`src/rtl/core/upd_pkg.sv`:
```
// Package with shared types, character codes and digit helpers for the URL percent decoder.
package upd_pkg;

  // Character codes used by the decoder.
  localparam logic [7:0] ChPercent = 8'h25;
  localparam logic [7:0] ChPlus    = 8'h2B;
  localparam logic [7:0] ChSpace   = 8'h20;
  localparam logic [7:0] ChNine    = 8'h39;
  localparam logic [7:0] ChZero    = 8'h30;
  localparam logic [7:0] ChUpperA  = 8'h41;
  localparam logic [7:0] ChLowerA  = 8'h61;
  localparam logic [7:0] ChLowerZ  = 8'h7A;
  localparam logic [7:0] HexTen    = 8'd10;
  localparam int unsigned NibbleW  = 4;

  // Depth of the command queue between front and back; keep it at least 2.
  localparam int unsigned QDepth = 2;
  localparam int unsigned QIdxW  = (QDepth > 1) ? $clog2(QDepth) : 1;
  localparam int unsigned QCntW  = $clog2(QDepth + 1);

  // Escape tracking of the front end.
  typedef enum logic [1:0] {
    PH_IDLE  = 2'd0,
    PH_PCT   = 2'd1,
    PH_DIGIT = 2'd2
  } upd_phase_e;

  // One queued command: one or two output bytes. With two set, b0 goes out with
  // last cleared and b1 follows with the item's last flag.
  typedef struct packed {
    logic       two;
    logic [7:0] b0;
    logic [7:0] b1;
    logic       last;
  } upd_cmd_t;

  // Unvalidated hex digit value, wrapping to 8 bits.
  function automatic logic [7:0] digit_value(input logic [7:0] b);
    logic [7:0] u;
    u = b;
    if (b <= ChNine) begin
      return b - ChZero;
    end
    if (u >= ChLowerA && u <= ChLowerZ) begin
      u = u - (ChLowerA - ChUpperA);
    end
    return u - ChUpperA + HexTen;
  endfunction

  // Plain data byte: a plus sign stands for a space.
  function automatic logic [7:0] plain_byte(input logic [7:0] b);
    return (b == ChPlus) ? ChSpace : b;
  endfunction

endpackage

```
`src/rtl/core/upd_if.sv`:
```
// Stream interfaces for the encoded input bytes and the decoded output bytes.
interface upd_in_if;
  logic       valid;
  logic       ready;
  logic [7:0] in_byte;
  logic       in_last;

  modport source (output valid, output in_byte, output in_last, input ready);
  modport sink (input valid, input in_byte, input in_last, output ready);
endinterface

interface upd_out_if;
  logic       valid;
  logic       ready;
  logic [7:0] out_byte;
  logic       out_last;

  modport source (output valid, output out_byte, output out_last, input ready);
  modport sink (input valid, input out_byte, input out_last, output ready);
endinterface

```
`src/rtl/core/url_percent_decoder.sv`:
```
// Top level of the streaming URL percent decoder: front end, command queue and output stage.
// The front end writes each command into the queue when it accepts the item completing it,
// and the output stage then moves it into the output register, behind any queued commands.
// Throughput: one item per cycle while the queue has room. An item that yields two results
// holds the output stage for both; once the two-entry queue fills behind it, input waits.
// Reset (asynchronous, active low) clears the escape state, empties the queue and drops
// the output valid; payload registers are not reset.
module url_percent_decoder
  import upd_pkg::*;
(
  input  logic      clk_i,
  input  logic      rst_ni,
  upd_in_if.sink    in_i,
  upd_out_if.source out_o
);

  // The front end classifies each accepted byte. A percent sign and the first hex
  // digit only update the escape state; every other byte, the second digit, and the
  // end-of-string cases produce a command for the queue. The front end takes a byte
  // whenever the queue has room, so it never waits on the output handshake directly.
  logic     push;
  upd_cmd_t push_cmd;
  logic     q_ready;
  logic     q_valid;
  upd_cmd_t q_cmd;
  logic     pop;

  upd_front u_front (
    .clk_i     (clk_i),
    .rst_ni    (rst_ni),
    .in_i      (in_i),
    .q_ready_i (q_ready),
    .push_o    (push),
    .cmd_o     (push_cmd)
  );

  // The queue lets the output stage stall on its own, for example while it sends the
  // second byte of a two-item command. Input only waits once both entries are taken.
  upd_fifo u_fifo (
    .clk_i   (clk_i),
    .rst_ni  (rst_ni),
    .push_i  (push),
    .cmd_i   (push_cmd),
    .ready_o (q_ready),
    .valid_o (q_valid),
    .cmd_o   (q_cmd),
    .pop_i   (pop)
  );

  // The output stage owns the output register and sends one item per cycle while the receiver is ready.
  upd_back u_back (
    .clk_i     (clk_i),
    .rst_ni    (rst_ni),
    .q_valid_i (q_valid),
    .q_cmd_i   (q_cmd),
    .pop_o     (pop),
    .out_o     (out_o)
  );

  // The front end must never push a command into a full queue.
  a_no_push_when_full: assert property (@(posedge clk_i) disable iff (!rst_ni)
    push |-> q_ready)
    else $error("command pushed into a full queue");

  // The output stage must only pop when the queue holds a command.
  a_no_pop_when_empty: assert property (@(posedge clk_i) disable iff (!rst_ni)
    pop |-> q_valid)
    else $error("command popped from an empty queue");

  // The only two-result case is an unfinished escape, so its first byte is a percent sign.
  a_two_starts_with_pct: assert property (@(posedge clk_i) disable iff (!rst_ni)
    (push && push_cmd.two) |-> (push_cmd.b0 == ChPercent && push_cmd.last))
    else $error("two-item command without a leading percent sign");

endmodule

```
`src/rtl/core/upd_front.sv`:
```
// Front end: accepts encoded bytes, tracks the escape state and builds queue commands.
module upd_front
  import upd_pkg::*;
(
  input  logic          clk_i,
  input  logic          rst_ni,
  upd_in_if.sink        in_i,
  input  logic          q_ready_i,
  output logic          push_o,
  output upd_cmd_t      cmd_o
);

  upd_phase_e phase_q, phase_d;
  logic [NibbleW-1:0] nib_q, nib_d;
  logic accept;
  logic [7:0] dval;

  assign in_i.ready = q_ready_i;
  assign accept     = in_i.valid & q_ready_i;
  assign dval       = digit_value(in_i.in_byte);

  always_ff @(posedge clk_i or negedge rst_ni) begin
    if (!rst_ni) begin
      phase_q <= PH_IDLE;
      nib_q   <= '0;
    end else begin
      phase_q <= phase_d;
      nib_q   <= nib_d;
    end
  end

  always_comb begin
    phase_d = phase_q;
    nib_d   = nib_q;
    push_o  = 1'b0;
    cmd_o   = '0;
    if (accept) begin
      unique case (phase_q)
        PH_PCT: begin
          if (in_i.in_last) begin
            // String ended one byte into an escape: '%', then the byte as plain text.
            push_o     = 1'b1;
            cmd_o.two  = 1'b1;
            cmd_o.b0   = ChPercent;
            cmd_o.b1   = plain_byte(in_i.in_byte);
            cmd_o.last = 1'b1;
            phase_d    = PH_IDLE;
          end else begin
            nib_d   = dval[NibbleW-1:0];
            phase_d = PH_DIGIT;
          end
        end
        PH_DIGIT: begin
          push_o     = 1'b1;
          cmd_o.b0   = {nib_q, {NibbleW{1'b0}}} + dval;
          cmd_o.last = in_i.in_last;
          phase_d    = PH_IDLE;
        end
        default: begin
          if (in_i.in_byte == ChPercent && !in_i.in_last) begin
            phase_d = PH_PCT;
          end else begin
            push_o     = 1'b1;
            cmd_o.b0   = plain_byte(in_i.in_byte);
            cmd_o.last = in_i.in_last;
            phase_d    = PH_IDLE;
          end
        end
      endcase
    end
  end

endmodule

```
`src/rtl/core/upd_fifo.sv`:
```
// Short command queue that decouples the front end from the output stage.
module upd_fifo
  import upd_pkg::*;
(
  input  logic     clk_i,
  input  logic     rst_ni,
  input  logic     push_i,
  input  upd_cmd_t cmd_i,
  output logic     ready_o,
  output logic     valid_o,
  output upd_cmd_t cmd_o,
  input  logic     pop_i
);

  upd_cmd_t mem_q [QDepth];
  logic [QIdxW-1:0] wr_ptr_q, rd_ptr_q;
  logic [QCntW-1:0] cnt_q;
  logic do_push, do_pop;

  assign ready_o = (cnt_q != QCntW'(QDepth));
  assign valid_o = (cnt_q != '0);
  assign cmd_o   = mem_q[rd_ptr_q];
  assign do_push = push_i & ready_o;
  assign do_pop  = pop_i & valid_o;

  function automatic logic [QIdxW-1:0] next_ptr(input logic [QIdxW-1:0] p);
    return (p == QIdxW'(QDepth - 1)) ? '0 : p + 1'b1;
  endfunction

  always_ff @(posedge clk_i or negedge rst_ni) begin
    if (!rst_ni) begin
      wr_ptr_q <= '0;
      rd_ptr_q <= '0;
      cnt_q    <= '0;
    end else begin
      if (do_push) begin
        wr_ptr_q <= next_ptr(wr_ptr_q);
      end
      if (do_pop) begin
        rd_ptr_q <= next_ptr(rd_ptr_q);
      end
      if (do_push && !do_pop) begin
        cnt_q <= cnt_q + 1'b1;
      end else if (do_pop && !do_push) begin
        cnt_q <= cnt_q - 1'b1;
      end
    end
  end

  always_ff @(posedge clk_i) begin
    if (do_push) begin
      mem_q[wr_ptr_q] <= cmd_i;
    end
  end

endmodule

```
`src/rtl/core/upd_back.sv`:
```
// Back end: expands queue commands into output items through an output register.
module upd_back
  import upd_pkg::*;
(
  input  logic     clk_i,
  input  logic     rst_ni,
  input  logic     q_valid_i,
  input  upd_cmd_t q_cmd_i,
  output logic     pop_o,
  upd_out_if.source out_o
);

  logic       ov_q, ov_d;
  logic [7:0] ob_q, ob_d;
  logic       ol_q, ol_d;
  logic       pend_q, pend_d;
  logic [7:0] pb_q, pb_d;
  logic       pl_q, pl_d;
  logic       load;

  assign out_o.valid    = ov_q;
  assign out_o.out_byte = ob_q;
  assign out_o.out_last = ol_q;

  // The output register may take a new item when empty or being drained.
  assign load = !ov_q || out_o.ready;

  always_comb begin
    ov_d   = ov_q;
    ob_d   = ob_q;
    ol_d   = ol_q;
    pend_d = pend_q;
    pb_d   = pb_q;
    pl_d   = pl_q;
    pop_o  = 1'b0;
    if (load) begin
      if (pend_q) begin
        ov_d   = 1'b1;
        ob_d   = pb_q;
        ol_d   = pl_q;
        pend_d = 1'b0;
      end else if (q_valid_i) begin
        pop_o  = 1'b1;
        ov_d   = 1'b1;
        ob_d   = q_cmd_i.b0;
        ol_d   = q_cmd_i.last & ~q_cmd_i.two;
        pend_d = q_cmd_i.two;
        pb_d   = q_cmd_i.b1;
        pl_d   = q_cmd_i.last;
      end else begin
        ov_d = 1'b0;
      end
    end
  end

  always_ff @(posedge clk_i or negedge rst_ni) begin
    if (!rst_ni) begin
      ov_q   <= 1'b0;
      pend_q <= 1'b0;
    end else begin
      ov_q   <= ov_d;
      pend_q <= pend_d;
    end
  end

  always_ff @(posedge clk_i) begin
    ob_q <= ob_d;
    ol_q <= ol_d;
    pb_q <= pb_d;
    pl_q <= pl_d;
  end

endmodule

```
`src/flat_wrapper.sv`:
```
// flat-port wrapper written by rule: the top's interface ports become plain ports
module url_percent_decoder_flat import upd_pkg::*;
  (clk_i, rst_ni, in_i_valid, in_i_in_byte, in_i_in_last, in_i_ready, out_o_valid, out_o_out_byte, out_o_out_last, out_o_ready);
  upd_in_if in_i_i ();
  upd_out_if out_o_i ();
  input  logic clk_i;
  input  logic rst_ni;
  input wire logic [$bits(in_i_i.valid)-1:0] in_i_valid;
  input wire logic [$bits(in_i_i.in_byte)-1:0] in_i_in_byte;
  input wire logic [$bits(in_i_i.in_last)-1:0] in_i_in_last;
  output wire logic [$bits(in_i_i.ready)-1:0] in_i_ready;
  output wire logic [$bits(out_o_i.valid)-1:0] out_o_valid;
  output wire logic [$bits(out_o_i.out_byte)-1:0] out_o_out_byte;
  output wire logic [$bits(out_o_i.out_last)-1:0] out_o_out_last;
  input wire logic [$bits(out_o_i.ready)-1:0] out_o_ready;
  assign in_i_i.valid = in_i_valid;
  assign in_i_i.in_byte = in_i_in_byte;
  assign in_i_i.in_last = in_i_in_last;
  assign in_i_ready = in_i_i.ready;
  assign out_o_valid = out_o_i.valid;
  assign out_o_out_byte = out_o_i.out_byte;
  assign out_o_out_last = out_o_i.out_last;
  assign out_o_i.ready = out_o_ready;
  url_percent_decoder u_core (.clk_i(clk_i), .rst_ni(rst_ni), .in_i(in_i_i), .out_o(out_o_i));
endmodule
```
`config.mk`:
```
export PLATFORM = sky130hd
export DESIGN_NAME = url_percent_decoder_flat
export DESIGN_NICKNAME = d
export VERILOG_FILES = /design/src/rtl/core/upd_pkg.sv /design/src/rtl/core/upd_if.sv /design/src/rtl/core/url_percent_decoder.sv /design/src/rtl/core/upd_front.sv /design/src/rtl/core/upd_fifo.sv /design/src/rtl/core/upd_back.sv /design/src/flat_wrapper.sv
export SDC_FILE = /design/constraint.sdc
export NUM_CORES = 1
export LEC_CHECK = 0
export BUFFER_PORTS_ARGS = -buffer_cell sky130_fd_sc_hd__buf_2
export CORE_UTILIZATION = 47
export DETAILED_ROUTE_END_ITERATION = 16
export HOLD_SLACK_MARGIN = 0.06
export PLACE_DENSITY = 0.76
export SLEW_MARGIN = 20
export SYNTH_ARGS = -nofsm -noshare
export SYNTH_HDL_FRONTEND = slang
export SYNTH_HIERARCHICAL = 1
export SYNTH_SLANG_ARGS = --single-unit
```
`constraint.sdc`:
```
create_clock -name clk_i -period 3.8 [get_ports clk_i]
set_input_delay 0.19 -clock clk_i [delete_from_list [all_inputs] [get_ports clk_i]]
set_output_delay 0.19 -clock clk_i [all_outputs]
set_load 0.01 [all_outputs]
```
=== After elaboration in Yosys (flattened, before gate mapping) ===
Memory sizes are Yosys's and may differ from the RTL's.
Cells that the tools add are included.

* $add $sub $neg: 9
* Magnitude comparators: 3
* Equal/unequal tests: 5
* Multiplexer cells: 37
* Bitwise logic cells: 7
* Reductions and logical operators: 15

{| class="wikitable"
|+ Operators by type and width
! kind !! count
|-
| two-way mux 8 bit || 9
|-
| two-way mux 18 bit || 2
|-
| two-way mux 1 bit || 19
|-
| == test 8 x 6 -> 1 bit (second input constant) || 2
|-
| one-hot mux 8 bit (2 select lines) || 1
|-
| subtractor 8 x 6 -> 8 bit (second input constant) || 2
|-
| adder 8 x 4 -> 8 bit (second input constant) || 1
|-
| adder 8 bit || 1
|-
| >= comparator 8 x 7 -> 1 bit (second input constant) || 1
|-
| <= comparator 8 x 6 -> 1 bit (second input constant) || 1
|-
| <= comparator 8 x 7 -> 1 bit (second input constant) || 1
|-
| subtractor 8 x 7 -> 8 bit (second input constant) || 1
|-
| two-way mux 2 bit || 3
|-
| AND reduction 3 bit || 2
|-
| nonzero test 2 bit || 3
|-
| bitwise AND 1 bit || 4
|-
| logical AND 1 bit || 4
|-
| logical NOT 1 bit || 4
|-
| one-hot mux 1 bit (2 select lines) || 2
|-
| one-hot mux 2 bit (2 select lines) || 1
|-
| inverter 1 bit || 3
|-
| adder 1 bit (second input constant) || 2
|-
| adder 2 x 1 -> 2 bit (second input constant) || 1
|-
| == test 2 x 1 -> 1 bit (second input constant) || 1
|-
| 5 further kinds || 5
|}

* Register bits after elaboration: 30
* Bits in writable memories: 36
* Input bits: 13
* Output and inout bits: 11
* Logic and storage cells: 88
* Memories kept: 1

{| class="wikitable"
|+ Memories
! name !! depth !! width !! read ports !! clocked after Yosys merged registers in !! wr ports !! line !! RTL
|-
| u_core.u_fifo.mem_q || 2 || 18 || 1 || 0 || 1 || upd_fifo.sv:15 || <nowiki>upd_cmd_t mem_q [QDepth];</nowiki>
|}

=== Depth between registers and ports, before layout ===
Gate-level depths: netlist of run 1.

* Depth after elaboration: 10
* Mapped depth: 15
* Mapped depth without buffers: 15

=== Modules after synthesis ===
Netlist of run 1, hierarchy kept.

{| class="wikitable"
|+ Modules (own cells, without submodules)
! module !! instances !! cells each !! area an instance (µm²) !! sequential area each (µm²)
|-
| upd_fifo || 1 || 74 || 1542.7 || 1181.1
|-
| upd_front || 1 || 147 || 1104.8 || 150.1
|-
| upd_back || 1 || 40 || 779.5 || 590.6
|}

=== Least setup slack after synthesis of run 1 ===
No wires, ideal clock.

* Kind: input-to-reg
* From: input port in_i_in_byte[6]
* To: memory u_core/u_fifo/mem_q[0][16] in the netlist's numbering (data pin)
* Arrival time: 2915 ps
* Data required time: 3660 ps
* Slack: 745 ps
* Stages on the path: 14
* Path buffers: 1
* Cells stage by stage: clkbuf_1 inv_1 ha_1 inv_1 o41ai_1 a41oi_1 or3_1 a31o_1 ha_1 a21oi_1 xnor2_1 nand3_1 a31o_2 nand3_1

{| class="wikitable"
|+ RTL lines
! item !! line !! RTL
|-
| from (decl) || flat_wrapper.sv:9 || <nowiki>input wire logic [$bits(in_i_i.in_byte)-1:0] in_i_in_byte;</nowiki>
|-
| to (decl) || upd_fifo.sv:15 ||
|}

==> results of run 1 <==
cell usage after synthesis, types with 2 or more instances:
cell type | instances | area, um2
edfxtp_1 | 54 | 1620
mux2_4 | 15 | 225
nand2_1 | 15 | 56.3
ha_1 | 14 | 175
inv_1 | 14 | 52.6
nor2_1 | 14 | 52.6
mux2_2 | 13 | 146
dfrtp_1 | 12 | 300
o21ai_0 | 11 | 55.1
xnor2_1 | 11 | 96.3
a21oi_1 | 10 | 50.1
nand2b_1 | 8 | 50.1
and3_1 | 7 | 43.8
nand3_1 | 5 | 25.0
nor3_1 | 4 | 20.0
buf_2 | 3 | 15.0
clkbuf_1 | 3 | 11.3
nor2b_1 | 3 | 18.8
nor3b_1 | 3 | 22.5
xor2_1 | 3 | 26.3
a31o_2 | 2 | 17.5
buf_6 | 2 | 22.5
mux2i_1 | 2 | 20.0
nand4b_1 | 2 | 17.5
metal layers:
layer	GRT usage [%]	share of wire (%)
met1	22.9	44
met2	29.2	49
met5	0	0
met4	7.60	1.4
met3	4.36	5.2
cells by family after synthesis:
family / count (synthesis)
AO/OA/AOI/OAI: 43
buffers and inverters: 24
XOR/XNOR: 14
AND/OR/NAND/NOR: 69
flip-flops: 66
adder cells (fa/ha/maj): 15
multiplexers: 30
cell type report:
class	count	area [um2]	area share, %
clock inverter	4	42.5	1.12
tap	96	120	3.16
clock buffer	12	135	3.56
multi-input combinational	171	1380	36.3
inverter	14	52.6	1.38
timing repair buffer	27	148	3.89
sequential	66	1920	50.6
worst paths after layout:
| path | cells after the start | endpoint | startpoint | slack [ns] |
|---|---|---|---|---|
| worst max-delay path | 14 | u_core/u_fifo/mem_q[1][16]$_DFFE_PP_ | in_i_in_byte[6] | 1.01 |
| worst min-delay path | 3 | u_core/u_back/pend_q$_DFFE_PN0P_ | out_o_ready | 0.15 |
| worst max register to register | 7 | u_core/u_fifo/mem_q[1][1]$_DFFE_PP_ | u_core/u_front/phase_q[0]$_DFFE_PN0P_ | 1.29 |
| worst min register to register | 1 | u_core/u_fifo/wr_ptr_q$_DFFE_PN0P_ | u_core/u_fifo/wr_ptr_q$_DFFE_PN0P_ | 0.50 |
| max in group asynchronous | 2 | u_core/u_fifo/cnt_q[1]$_DFFE_PN0P_ | rst_ni | 3.31 |
| min in group asynchronous | 2 | u_core/u_front/nib_q[2]$_DFFE_PN0P_ | rst_ni | 0.26 |
state kept, by name (all words and copies together), names as in the netlist, 2 cells and up:
register	cells
u_core/u_back/out_o.out_byte	8
u_core/u_back/pb_q	8
u_core/u_front/phase_q	2
u_core/u_front/nib_q	4
u_core/u_fifo/mem_q	36
u_core/u_fifo/cnt_q	2
worst reg2reg max path: cells and delay by family, from the launching register on:
kind / cells / cell delay, ns
AND/OR/NAND/NOR: 3 / 0.86
buffers and inverters: 1 / 0.07
flip-flops: 1 / 0.37
adder cells (fa/ha/maj): 1 / 0.34
AO/OA/AOI/OAI: 2 / 0.50
power by group through the flow:
stage          logic [mW]  clock network (mW)  registers [mW]
2_1_floorplan       0.787                   0            1.25
3_3_place_gp        0.949                   0            1.28
3_5_place_dp        0.971                   0            1.30
4_1_cts             0.980               0.553            1.28
5_1_grt              1.07               0.583            1.31
6_report            0.980               0.540            1.28
metrics by stage:
step | utilization [%] | total power [mW] | cells
final | 55.0 | 2.80 | 390
after global placement | 52.2 | 2.23 | 373
after global routing | 55.0 | 2.97 | 390
after floorplan | - | 2.03 | 261
after CTS | 55.0 | 2.82 | 390
after detailed placement | 52.2 | 2.27 | 373
what timing repair did:
item / in CTS / in global routing
hold buffers: 1 / 0
hold endpoints to repair: 12 / 0
resized for setup: 0 / 0
setup buffers: 0 / 0
endpoints found under the setup margin: 0 / 0
cell usage in the layout (no fill, tap or decap), types with 2 or more instances in the layout:
cell type   n
nor3b_1     3
xnor2_1    11
and3_1      7
o21ai_0    11
clkbuf_8    9
ha_1       14
clkinv_1    2
dfrtp_1    12
inv_1      14
nor3_1      4
buf_4       3
nor2_1     14
a21oi_1    10
mux2i_1     2
clkbuf_1    3
mux2_2     13
edfxtp_1   54
nand2b_1    8
nand4b_1    2
buf_2      23
nand3_1     5
nor2b_1     3
mux2_4     15
nand2_1    15
xor2_1      3
a31o_2      2
==> flow_summary_export.csv, run 1 <==
group,metric,value,unit
run_status,outcome,"finished, final reports clean",
synthesis,synth.avg_cell_area,13.1,um2
synthesis,synthDistinctLibCells,55,
cts,clock_sinks,66,
drt,routed_via_density,5.53,
power,p_leak,1.49,nW
synthesis,synth_area,3430,um2
min_path,worstHoldPathType,"in2reg",
worst_setup_path,critical_path.endpoint_type,"flop",
floorplan,rows,30,
sta,fmax,0.358,GHz
worst_setup_path,critical_path_arrival,2.98,ns
drt,first_iter_violations,81,
worst_setup_path,criticalPathCategory,"in2reg",
cts,clock_path_buffers,2,
floorplan,die_w,87.4,um
worst_setup_path,cp_max_fo,9,
cts,root_buffer,"clkbuf_8",
worst_setup_path,critPathMaxStageDelay,0.41,ns
sta,maxSlewViolCount,0,
synthesis,synth-seq-cells,66,
placed_design,hpwl,4.47,mm
global_routing,grt_start_max_net_pins,20,
global_routing,overflow,0,
global_routing,grt_use_total,17.9,%
drt,drc,0,
synthesis,synth_top_family_by_area,"multiplexers",
placed_design,post-place-ws,0.686,ns
synthesis,async_flop_share,18.2,%
synthesis,synthMuxAreaShare,11.4,%
cts,worstSkewPairLatency,0.34,ns
sta,worst_pin_slew,0.917,ns
worst_setup_path,start_kind,"input port",
floorplan,pin_count,24,
synthesis,synth_fa_ha_area_share,5.70,%
worst_setup_path,crit_family,"compound AO/OA/AOI/OAI gates",
power,ir_worst_vdd,0.258,mV
global_routing,antenna_found_initial,0,
power,power_switching_share,32.0,%
final_layout,n_fill_cell,600,
floorplan,fp.coreArea,6910,um2
worst_setup_path,crit_required,3.99,ns
placed_design,io_buffers,23,
floorplan,start_util,49.6,%
sta,rsz0062_at_grt,"false",
drt,vias,2156,
power,pwr-share-comb,35.0,%
floorplan,die-area,7640,um2
drt,first_pass_iters,4,
sta,setup_violations,0,
power,p_seq_share,45.6,%
power,clockPowerShare,19.3,%
synthesis,synth-main-ff-cell,"edfxtp_1",
job,drv_cap,0,
global_routing,grt_pass1_wl,10.3,mm
power,power.density,737,nW/um2
worst_setup_path,crit_chain,"buf_2 > inv_1 > ha_1 > inv_1 > o41ai_1 > a41oi_1 > or3_1 > a31o_1 > ha_1 > a21oi_1 > xnor2_1 > nand3_1 > a31o_2 > nand3_1",
sta,whs,0.153,ns
sta,final-hold-violation-count,0,
final_layout,final_area,3800,um2
sta,maxSlewHeadroom,38.9,%
cts,cts_tree,"done",
power,netSwitchingPower,0.896,mW
synthesis,ys_warn_count,6,
final_layout,drive_gt1_share,24.1,%
synthesis,synth_edf_count,54,
final_layout,syn2layout_area_growth,10.8,%
sta,fin_skew,0.0134,ns
drt,wl,6.25,mm
cts,path_clk_slew,0.06,ns
drt,wl_per_cell,16.0,um
placed_design,gp_congestion,0.922,
sta,period_needed,2.79,ns
synthesis,syn_inst,261,
synthesis,yosys.area_share.simple,11.0,%
final_layout,diodes,0,
sta,period_share,73.5,%
placed_design,place_area,3610,um2
sta,setup_ws,1.01,ns
power,p_int,1.90,mW
global_routing,grt_pass1_vias,2082,
floorplan,dieHeight,87.4,um
drt,drtAntennaViolNets,0,
cts,numCtsBuffers,9,
synthesis,ys_seq_area_share,56.1,%
worst_setup_path,cp.buffers_inverters,3,
cts,htree_levels,3,
worst_setup_path,cp_slowest_cell,"or3_1",
synthesis,synth_xor_area_share,3.58,%
synthesis,synth_nets,289,
sta,tns,0,ns
synthesis,synth_compound_area_share,8.51,%
final_layout,nets,317,
(Power assumes the default switching activity.)
==> run 2, diff against run 1 <==
clock period = 2.7 ns   (was 3.8 ns; I/O delays follow)
==> flow_summary_export.csv, run 2 (same netlist as run 1, synthesis figures left out) <==
group,metric,value,unit
power,ir_worst_vdd,0.450,mV
cts,root_buffer,"clkbuf_8",
worst_setup_path,criticalPathCategory,"in2reg",
final_layout,final_area,4020,um2
final_layout,seq_area,1920,um2
final_layout,drive_gt1_share,33.6,%
worst_setup_path,r2r_end,"u_core/u_fifo/cnt_q[1]$_DFFE_PN0P_",
final_layout,final_cell_mix,"edfxtp_1 (54), buf_4 (27), buf_2 (23)",
sta,worst_pin_slew,0.812,ns
cts,worstSkewPairLatency,0.34,ns
worst_setup_path,cp_max_fo,3,
power,power.density,982,nW/um2
sta,whs,0.0926,ns
power,finalPower,3.95,mW
floorplan,start_util,49.6,%
sta,maxSlewHeadroom,45.9,%
drt,wl,6.27,mm
placed_design,hpwl,4.58,mm
floorplan,fp.coreArea,6910,um2
final_layout,multi_input_area,1440,um2
min_path,worstHoldPathType,"in2reg",
drt,routed_via_density,5.27,
worst_setup_path,start_kind,"input port",
global_routing,antenna_found_initial,0,
cts,numCtsBuffers,9,
drt,vias,2181,
sta,period_needed,2.56,ns
sta,setup_violations,0,
final_layout,diodes,0,
final_layout,n_fill_cell,574,
drt,wl_per_cell,15.1,um
worst_setup_path,regToRegStartpoint,"u_core/u_front/phase_q[0]$_DFFE_PN0P_",
final_layout,final_common_cell,"edfxtp_1",
sta,final-hold-violation-count,0,
job,drv_cap,0,
sta,fmax,0.390,GHz
placed_design,gp_congestion,0.923,
global_routing,grt_pass1_wl,10.5,mm
drt,drtAntennaViolNets,0,
global_routing,grt_pass1_vias,2243,
cts,htree_levels,3,
sta,maxSlewViolCount,0,
run_status,outcome,"finished, final reports clean",
cts,cts_tree,"done",
sta,tns,0,ns
final_layout,nets,341,
drt,drc,0,
placed_design,post-place-ws,-0.184,ns
floorplan,dieHeight,87.4,um
worst_setup_path,reg2reg_depth,12,
placed_design,place_area,3810,um2
floorplan,die_w,87.4,um
drt,first_iter_violations,69,
cts,path_clk_slew,0.07,ns
worst_setup_path,critical_path_arrival,2.75,ns
sta,fin_skew,0.0131,ns
min_path,worst_hold_path.endpoint,"u_core/u_back/pend_q$_DFFE_PN0P_",
floorplan,pin_count,24,
power,p_leak,1.61,nW
placed_design,io_buffers,23,
cts,clock_path_buffers,2,
min_path,hp-start,"out_o_ready",
sta,period_share,95.0,%
global_routing,grt_start_max_net_pins,19,
worst_setup_path,r2r_slack,0.42,ns
min_path,hold_depth,3,
drt,first_pass_iters,4,
global_routing,grt_use_total,18.5,%
final_layout,largest_reg_flops,36,
final_layout,syn2layout_area_growth,17.4,%
worst_setup_path,crit_required,2.88,ns
cts,clock_sinks,66,
floorplan,rows,30,
worst_setup_path,critical_path.endpoint_type,"flop",
floorplan,die-area,7640,um2
sta,rsz0062_at_grt,"false",
global_routing,overflow,0,
sta,setup_ws,0.135,ns
final_layout,regMostFlops,"u_core/u_fifo/mem_q",
==> run 2: cell count changes in the layout (fill, tap and decap cells not counted), moves of 2 or more <==
cell | before | now
xnor2_2 | 0 | 2
xnor2_1 | 11 | 9
clkbuf_1 | 3 | 1
buf_4 | 3 | 27
ha_1 | 14 | 12
clkinv_2 | 1 | 3
==> run 2: repair_timing <==
action,4_1_cts,5_1_grt
endpoints found under the setup margin,0,2
hold endpoints to repair,12,0
gates resized for setup,0,6
buffers inserted,0,1
hold buffers,1,0
==> run 2: through the flow <==
| step | utilization, % | instances |
|---|---|---|
| 3_3_place_gp | 55.2 | 396 |
| 2_1_floorplan | - | 261 |
| 6_report | 58.2 | 414 |
| 3_5_place_dp | 55.2 | 396 |
| 4_1_cts | 57.7 | 413 |
| 5_1_grt | 58.2 | 414 |
==> run 2: routing by layer <==
metal,global-route usage [%],vias up,wire length [um],part of all wire (%)
li1,-,1064,-,-
met1,23.1,1032,2720,43
met2,31.0,71,3140,50
met3,4.36,14,288,4.6
met4,7.45,0,116,1.9
met5,0,-,0,0
==> run 2: how the worst max path moves through the flow <==
stage               depth (start not counted)                                   end            start  slack [ns]
floorplan                                  14  u_core/u_fifo/mem_q[0][16]$_DFFE_PP_  in_i_in_byte[6]        0.02
global placement                           15  u_core/u_fifo/mem_q[0][16]$_DFFE_PP_  in_i_in_byte[0]       -0.06
detailed placement                         15  u_core/u_fifo/mem_q[0][16]$_DFFE_PP_  in_i_in_byte[4]       -0.18
CTS                                        15  u_core/u_fifo/mem_q[0][16]$_DFFE_PP_  in_i_in_byte[4]        0.15
global route                               15  u_core/u_fifo/mem_q[0][16]$_DFFE_PP_  in_i_in_byte[1]        0.01
finish                                     15  u_core/u_fifo/mem_q[0][16]$_DFFE_PP_  in_i_in_byte[1]        0.14
==> run 2: critical path, cell delays in order <==
cell	delay (ns)
buf_2	0.09
inv_1	0.05
ha_2	0.19
nor4b_4	0.32
nor2_2	0.08
o211ai_2	0.22
xnor2_2	0.12
or3_1	0.35
a31o_1	0.22
ha_4	0.23
a21oi_4	0.16
xnor2_2	0.13
nand3_1	0.10
a31o_2	0.24
nand3_1	0.11
==> run 2: power by group <==
group / switching (mW) / internal [mW] / total, mW
sequential: 0.204 / 1.59 / 1.79
clock: 0.356 / 0.326 / 0.682
combinational: 0.727 / 0.747 / 1.47
==> run 2: layout make-up <==
type / instances / area share, %
clock buffers: 10 / 3.17
repair buffers: 51 / 8.15
inverters: 14 / 1.31
multi-input cells: 171 / 35.7
well taps: 96 / 2.99
flip-flops and latches: 66 / 47.8
clock inverters: 6 / 0.871
==> run 3, diff against run 2 <==
CORE_UTILIZATION = 45   (was 47)
PLACE_DENSITY = 0.73   (was 0.76)
==> flow_summary_export.csv, run 3 (same netlist as run 1, synthesis figures left out) <==
group,metric,value,unit
cts,clock_path_buffers,2,
global_routing,grt_pass1_vias,2036,
cts,path_clk_slew,0.07,ns
run_status,outcome,"finished, final reports clean",
worst_setup_path,crit_required,2.88,ns
global_routing,grt_start_max_net_pins,19,
drt,vias,2119,
power,ir_worst_vdd,0.328,mV
floorplan,pin_count,24,
cts,clock_sinks,66,
final_layout,fin_util,55.2,%
floorplan,die-area,7970,um2
drt,drc,0,
final_layout,seq_area,1920,um2
floorplan,fp.coreArea,7290,um2
final_layout,multi_input_area,1440,um2
placed_design,place_area,3800,um2
placed_design,io_buffers,23,
sta,maxSlewHeadroom,53.4,%
final_layout,drive_gt1_share,33.2,%
drt,wl_per_cell,14.7,um
drt,dr_wl_met2,2.96,mm
global_routing,grt_use_total,17.0,%
sta,period_needed,2.55,ns
drt,routed_via_density,5.11,
power,power.density,986,nW/um2
drt,first_pass_iters,4,
final_layout,final_cell_mix,"edfxtp_1 (54), buf_4 (25), buf_2 (23)",
sta,worst_pin_slew,0.696,ns
final_layout,syn2layout_area_growth,17.5,%
worst_setup_path,critPathMaxStageDelay,0.36,ns
sta,fmax,0.392,GHz
drt,top_layer_used,"met4",
cts,numCtsBuffers,9,
final_layout,largest_reg_flops,36,
worst_setup_path,start_kind,"input port",
placed_design,hpwl,4.63,mm
final_layout,final_common_cell,"edfxtp_1",
worst_setup_path,criticalPathCategory,"in2reg",
global_routing,grt_pass1_wl,9.83,mm
cts,htree_levels,3,
worst_setup_path,cp_max_fo,3,
final_layout,final_area,4030,um2
worst_setup_path,critical_path_arrival,2.73,ns
final_layout,diodes,0,
drt,met1_length,2.71,mm
final_layout,n_fill_cell,626,
floorplan,start_util,47.0,%
power,finalPower,3.97,mW
sta,setup_violations,0,
floorplan,rows,31,
min_path,worstHoldPathType,"in2reg",
worst_setup_path,cp_common_cell,"xnor2_2",
worst_setup_path,cp_slowest_cell,"or3_1",
final_layout,regMostFlops,"u_core/u_fifo/mem_q",
worst_setup_path,crit_family,"simple AND/OR/NAND/NOR gates",
drt,wl,6.12,mm
job,drv_cap,0,
cts,root_buffer,"clkbuf_8",
floorplan,dieHeight,89.3,um
drt,drtAntennaViolNets,0,
drt,first_iter_violations,117,
sta,maxSlewViolCount,0,
cts,cts_tree,"done",
power,p_leak,1.62,nW
placed_design,gp_congestion,0.885,
sta,fin_skew,0.00930,ns
worst_setup_path,cp.buffers_inverters,2,
global_routing,antenna_found_initial,0,
cts,worstSkewPairLatency,0.33,ns
worst_setup_path,critical_path.endpoint_type,"flop",
drt,wl_met3,312,um
sta,period_share,94.4,%
worst_setup_path,crit_chain,"buf_2 > inv_1 > ha_2 > nor4b_4 > nor2_2 > o211ai_2 > xnor2_2 > or3_1 > a31o_1 > ha_4 > a21oi_4 > xnor2_2 > nand3_1 > a31o_2 > nand3_2",
sta,final-hold-violation-count,0,
global_routing,overflow,0,
final_layout,nets,339,
floorplan,die_w,89.3,um
-- run 3: worst paths after layout --
| kind | from | end | slack (ns) | depth (start not counted) |
|---|---|---|---|---|
| min reg2reg | u_core/u_fifo/cnt_q[1]$_DFFE_PN0P_ | u_core/u_fifo/cnt_q[1]$_DFFE_PN0P_ | 0.48 | 1 |
| min in group asynchronous | rst_ni | u_core/u_back/pend_q$_DFFE_PN0P_ | 0.21 | 2 |
| max | in_i_in_byte[1] | u_core/u_fifo/mem_q[1][16]$_DFFE_PP_ | 0.15 | 15 |
| min | out_o_ready | u_core/u_back/pend_q$_DFFE_PN0P_ | 0.08 | 3 |
| max reg2reg | u_core/u_fifo/cnt_q[0]$_DFFE_PN0P_ | u_core/u_fifo/mem_q[0][1]$_DFFE_PP_ | 0.56 | 7 |
| max in group asynchronous | rst_ni | u_core/u_front/nib_q[3]$_DFFE_PN0P_ | 2.27 | 2 |
-- run 3: timing repair --
item,CTS,global route
buffers inserted,0,1
setup endpoints to repair,0,2
endpoints found under the hold margin,12,0
resized for setup,0,6
hold buffers,1,0
-- run 3: through the flow --
| stage | TNS (ns) | hold slack, ns | worst slack (ns) | std cells |
|---|---|---|---|---|
| after floorplan | 0 | -0.161 | 0.0214 | 261 |
| after global placement | -0.289 | 0.0308 | -0.0827 | 397 |
| after detailed placement | -0.591 | 0.0314 | -0.187 | 397 |
| after CTS | 0 | 0.0763 | 0.141 | 414 |
| after global routing | -0.0132 | 0.0940 | -0.0132 | 415 |
| final | 0 | 0.0847 | 0.151 | 415 |
-- run 3: area by class of cell --
type                       count  area share [%]
inverter                      14            1.31
clock inverter                 3           0.373
multi-input combinational    171            35.8
clock buffer                  13            3.95
timing repair buffer          49            7.77
tap                           99            3.08
sequential                    66            47.7
-- run 3: routing by layer --
metal | vias up | global-route usage (%)
li1 | 1065 | -
met1 | 970 | 20.9
met2 | 71 | 28.1
met3 | 13 | 4.62
met4 | 0 | 7.36
met5 | - | 0
-- run 3: worst min-delay path, delay by kind of cell --
| kind | cells | cell delay [ns] |
|---|---|---|
| AOI/OAI and AO/OA | 1 | 0.06 |
| and+or+nand+nor | 1 | 0.10 |
| buffers and inverters | 1 | 0.08 |
-- run 3: where the power goes --
group	internal (mW)	switching (mW)
registers	1.59	0.180
clock network	0.379	0.340
logic	0.732	0.748
